<file path="src/rtl/wrba_pkg.sv">
// wrba_pkg: shared constants and types for the weighted rigid blend accumulator
// no dependencies
`timescale 1ns / 1ps
package wrba_pkg;
	localparam int MAX_PATCHES = 256;
	localparam int MAX_VERTICES = 4096;
	localparam int WORDS_PER_TRANSFORM = 12;
	localparam int ROT_WORDS = 9;
	localparam int TAB_DEPTH = MAX_PATCHES * WORDS_PER_TRANSFORM;
	localparam int TAB_AW = $clog2(TAB_DEPTH);
	localparam int VTX_AW = $clog2(MAX_VERTICES);

	typedef enum logic [0:0] {
		CMD_LOAD = 1'b0,
		CMD_ACC  = 1'b1
	} cmd_t;

	// product request into the shared multiplier
	typedef struct packed {
		logic               vld;
		logic signed [32:0] a;
		logic signed [32:0] b;
	} mul_req_t;

	function automatic logic signed [31:0] sat32(input logic signed [65:0] x);
		if (x > 66'sd2147483647) return 32'sh7fffffff;
		if (x < -66'sd2147483648) return 32'sh80000000;
		return x[31:0];
	endfunction
endpackage

</file>
<file path="src/rtl/wrba_mul.sv">
// wrba_mul: shared registered 33x33 signed multiplier
// depends on wrba_pkg
`timescale 1ns / 1ps
module wrba_mul (
	input  logic                clk,
	input  logic                arst_n,
	input  wrba_pkg::mul_req_t  req,
	output logic                vld,
	output logic signed [65:0]  prod
);
	import wrba_pkg::*;

	// one product per cycle, registered: the result comes in the cycle after the request
	always_ff @(posedge clk or negedge arst_n) begin
		if (!arst_n) begin
			vld <= 1'b0;
		end else begin
			vld <= req.vld;
		end
	end

	always_ff @(posedge clk) begin
		prod <= $signed(req.a) * $signed(req.b);
	end
endmodule

</file>
<file path="config.mk">
export PLATFORM = sky130hd
export DESIGN_NAME = wrba_mul
export DESIGN_NICKNAME = d
export VERILOG_FILES = /design/src/rtl/wrba_pkg.sv /design/src/rtl/wrba_mul.sv
export SDC_FILE = /design/constraint.sdc
export NUM_CORES = 2
export LEC_CHECK = 0
export ABC_AREA = 1
export BUFFER_PORTS_ARGS = -buffer_cell sky130_fd_sc_hd__buf_4
export CORE_UTILIZATION = 35
export CTS_CLUSTER_DIAMETER = 30
export DETAILED_ROUTE_END_ITERATION = 10
export PLACE_DENSITY_LB_ADDON = 0.12
export SYNTH_ARGS = -nofsm -noshare
export SYNTH_HDL_FRONTEND = slang
export SYNTH_SLANG_ARGS = --single-unit
</file>
<file path="constraint.sdc">
create_clock -name clk -period 0.8 [get_ports clk]
set_clock_uncertainty 0.05 [all_clocks]
set_input_delay 0 -clock clk [delete_from_list [all_inputs] [get_ports clk]]
set_output_delay 0 -clock clk [all_outputs]
set_load 0.05 [all_outputs]
</file>
After elaboration in Yosys (flattened, before gate mapping)
Index checks and enable logic that the tools add are counted.
{"block": "classes", "n_addsub": 0, "mul": 1, "div_mod_pow": 0, "magnitude_cmp": 0, "n_eq_ne": 0, "shift": 0, "mux": 0, "bitwise_logic": 0, "n_reduce_logical": 0}
{"operator": "$mul A33 B33 Y66", "count": 1}
{"block": "totals", "regBits": 67, "latchBits": 0, "ramBits": 0, "romBits": 0, "inputBits": 69, "output_inout_bits": 67, "word_cells": 3, "mem_count": 0}

Longest topological paths before layout
{"block": "logic_depth", "depth_word": 1, "depth_mapped": 34, "depth_no_buf": 32}

Worst setup path before layout
OpenSTA, ideal clock, no wires.
{"block": "synth_timing", "kind": "in2reg", "start": "in req[65] in the netlist's numbering", "end": "reg prod[60]", "setup_ns": 0.113, "arrival_time_ns": 6.643, "setup_slack_ns": -6.006, "cell_stages": 23, "cell_sequence": "clkbuf_1 > clkbuf_1 > nand2_1 > inv_1 > fa_1 > fa_1 > fa_1 > fa_1 > inv_1 > fa_1 > fa_1 > fa_1 > fa_1 > inv_1 > ha_1 > nand2_1 > nor2_1 > inv_1 > nor3_1 > nand2_1 > and2_0 > nand4_1 > nand2_1"}
{"block": "synth_between", "elab_chain_len": 1}
{"element": "start: declaration", "line_no": "wrba_mul.sv:7", "rtl": "input wrba_pkg::mul_req_t req,"}
{"element": "$mul A33 B33 Y66", "line_no": "wrba_mul.sv:23", "rtl": "prod <= $signed(req.a) * $signed(req.b);"}
{"element": "end signal: assignment", "line_no": "wrba_mul.sv:23"}
{"element": "end: declaration", "line_no": "wrba_mul.sv:9", "rtl": "output logic signed [65:0] prod"}
No other way between the ends.

Worst setup path after layout
{"block": "layout_timing", "start": "in req[55] in the netlist's numbering", "end": "reg prod[47]"}
The elaborated chain is that of the path after synthesis.

==> out/results.txt <==
RSZ-0062 raised after global routing = true
fin nets = 7438
count of final setup violators = 133
CTS root buf = clkbuf_16
Synth cell types = 36
synthesized instance count = 5544
Seq/Total Area, Yosys = 3.116%
Synth warnings = 0
Period minus WS final = 6021 ps
Seq cells post-synth = 67
final count of hold timing violations = 0
layout cells sized above 1 = 28.49%
global-route wire length before repair = 224100 um
Worst-Margin Slew = 354.6 ps
crit path from = req[55]
post-route ant nets = 0
fillers = 11990
crit-path max FO = 17
Worst slew margin = 76.36%
CP max stage cell = fa_2
Ports = 136
total CTS buffers = 9
number of global-route vias before repair = 38070
max incr delay on CP = 580 ps
HP Start = req[66]
# rows = 128
Total Routing Usage GR = 23.33%
DR WL/cell = 18.39 um
number of H-tree levels = 3
CP Data Required Time = 980 ps
CTS max path bufs = 2
Post-Layout Inst Area = 57140 sq um
failing checks = setup timing
Max-Cap Viols = 0
Worst Setup Slack, final = -5221 ps
Die Span X = 353.3 um
Die Span Y = 353.3 um
Final Util = 46.82%
most common cell after layout, fill and taps aside = inv_1
CTS tree = done
Yosys top cell by area = fa_1
area delta synth->final = 32.27%
top cells by area, synth = fa_1 (53%), inv_1 (16%), nand2_1 (13%)
commonest non-fill, non-tap cells in the layout = inv_1 (1689), nand2_1 (1238), fa_1 (1073)
first-pass iteration count of the detailed router = 5
Syn Area/Cell = 7.792 sq um
placed insts = 7505
Hold Path Class = primary input to flip-flop
count of pins over their slew limit = 0
Crit. End Element = flip-flop
FMAX = 166.1 MHz
Residual DRC = 0
Setup CP Type = primary input to flip-flop
CTS clk-pin slew, worst paths = 70 ps
routed wire length = 140400 um
grt ovf = 0
initial core utilization = 35.40%
Startpoint Class = primary input
Syn Nets = 6975
Die ar. = 124800 sq um
worst hold slack = 249.4 ps
non-filler cells, final = 7638
arrival time at the worst endpoint = 6200 ps
DP Wirelength = 120900 um
DR vias = 34080
Post-Syn Area = 43200 sq um
largest net degree at the start of global routing = 25
IO buf count = 135
Core Box Area = 122000 sq um
initial antenna violation count = 1
vias per cell = 4.462
Final GP Congestion = 0.8993
Tcrit/Tclk final = 752.6%
Yosys top cell area share = 53.06%
clk sinks = 67
Post-DP Area = 50860 sq um
1st-iter DRT viols = 1493
outcome = finished with violations
-- Yosys cell counts --
cell type  instances
inv_1           1894
nand2_1         1517
fa_1            1145
clkbuf_1         262
ha_1             217
nor2_1           131
nand3_1           70
dfxtp_1           66
a21oi_1           61
xor2_1            37
nor2_2            20
nand4_1           19
o21ai_0           19
nand2_2           17
o21bai_1          14
nand3_2            8
nor3_1             7
or2_2              5
a21oi_2            4
nor4_1             4
xnor2_1            4
nand3b_1           3
nor2_4             3
o21ai_1            3
a21o_1             2
and2_1             2
a21boi_0           1
and2_0             1
buf_1              1
dfrtp_1            1
inv_2              1
nor3_2             1
nor4_2             1
o21a_1             1
o21ai_2            1
or2_1              1
-- routing by layer --
metal / vias up / GRT usage [%] / part of all wire [%]
met5: - / 0 / 0
met4: 0 / 5.108 / 2.7
met3: 154 / 1.261 / 2.6
met2: 619 / 42.82 / 52
met1: 17370 / 30.10 / 43
li1: 15940 / - / -
-- flip-flops by register name, summed over array words and instances (netlist names) --
name and count:
prod 66, vld 1
-- through the flow --
stage                     worst slack [ps]  setup TNS (ps)
after floorplan                      -5485         -292920
after global placement               -5926         -339240
after detailed placement             -5918         -339610
after CTS                            -5211         -310530
after global routing                 -5398         -318930
final                                -5221         -306260
-- worst paths after layout --
check,slack [ps],to,cells past startpoint
max in group asynchronous,170,vld,3
min in group asynchronous,430,vld,3
worst max-delay path,-5220,prod[47],26
worst min-delay path,250,vld,2
-- repair_timing --
action / in CTS / in global routing
cloned: 8 / 3
pin swaps: 439 / 282
hold buffers: 3 / 0
hold endpoints to repair: 2 / 0
endpoints found under the setup margin: 132 / 133
setup buffers: 82 / 43
gates resized for setup: 856 / 504
-- worst max-delay path: cells and delay by family --
kind,cells,cell delay (ps)
buffers and inverters,9,820
and+or+nand+nor,8,790
adders and majority gates,9,4510
-- cell families after synthesis --
kind of cell / after synthesis / share of synthesized area [%]
flops: 67 / 3.116
xor+xnor: 41 / 0.8312
buf+inv: 2158 / 18.75
fa+ha+maj: 1362 / 59.35
compound gates: 106 / 1.376
simple gates: 1810 / 16.58
-- layout make-up --
type                            count  area [sq um]  area share, %
Clock buffer                        9         225.2         0.3942
Tap cell                         1625          2033          3.558
Inverter                         1895          7147          12.51
Sequential cell                    67          1481          2.593
Multi-Input combinational cell   3319         38270          66.98
Timing Repair Buffer              715          7898          13.82
Antenna cell                        1         2.502       0.004380
Clock inverter                      7         77.57         0.1358
Power is not shown: default switching activity piles up to over one toggle a cycle in this logic, so the estimate is an artifact.
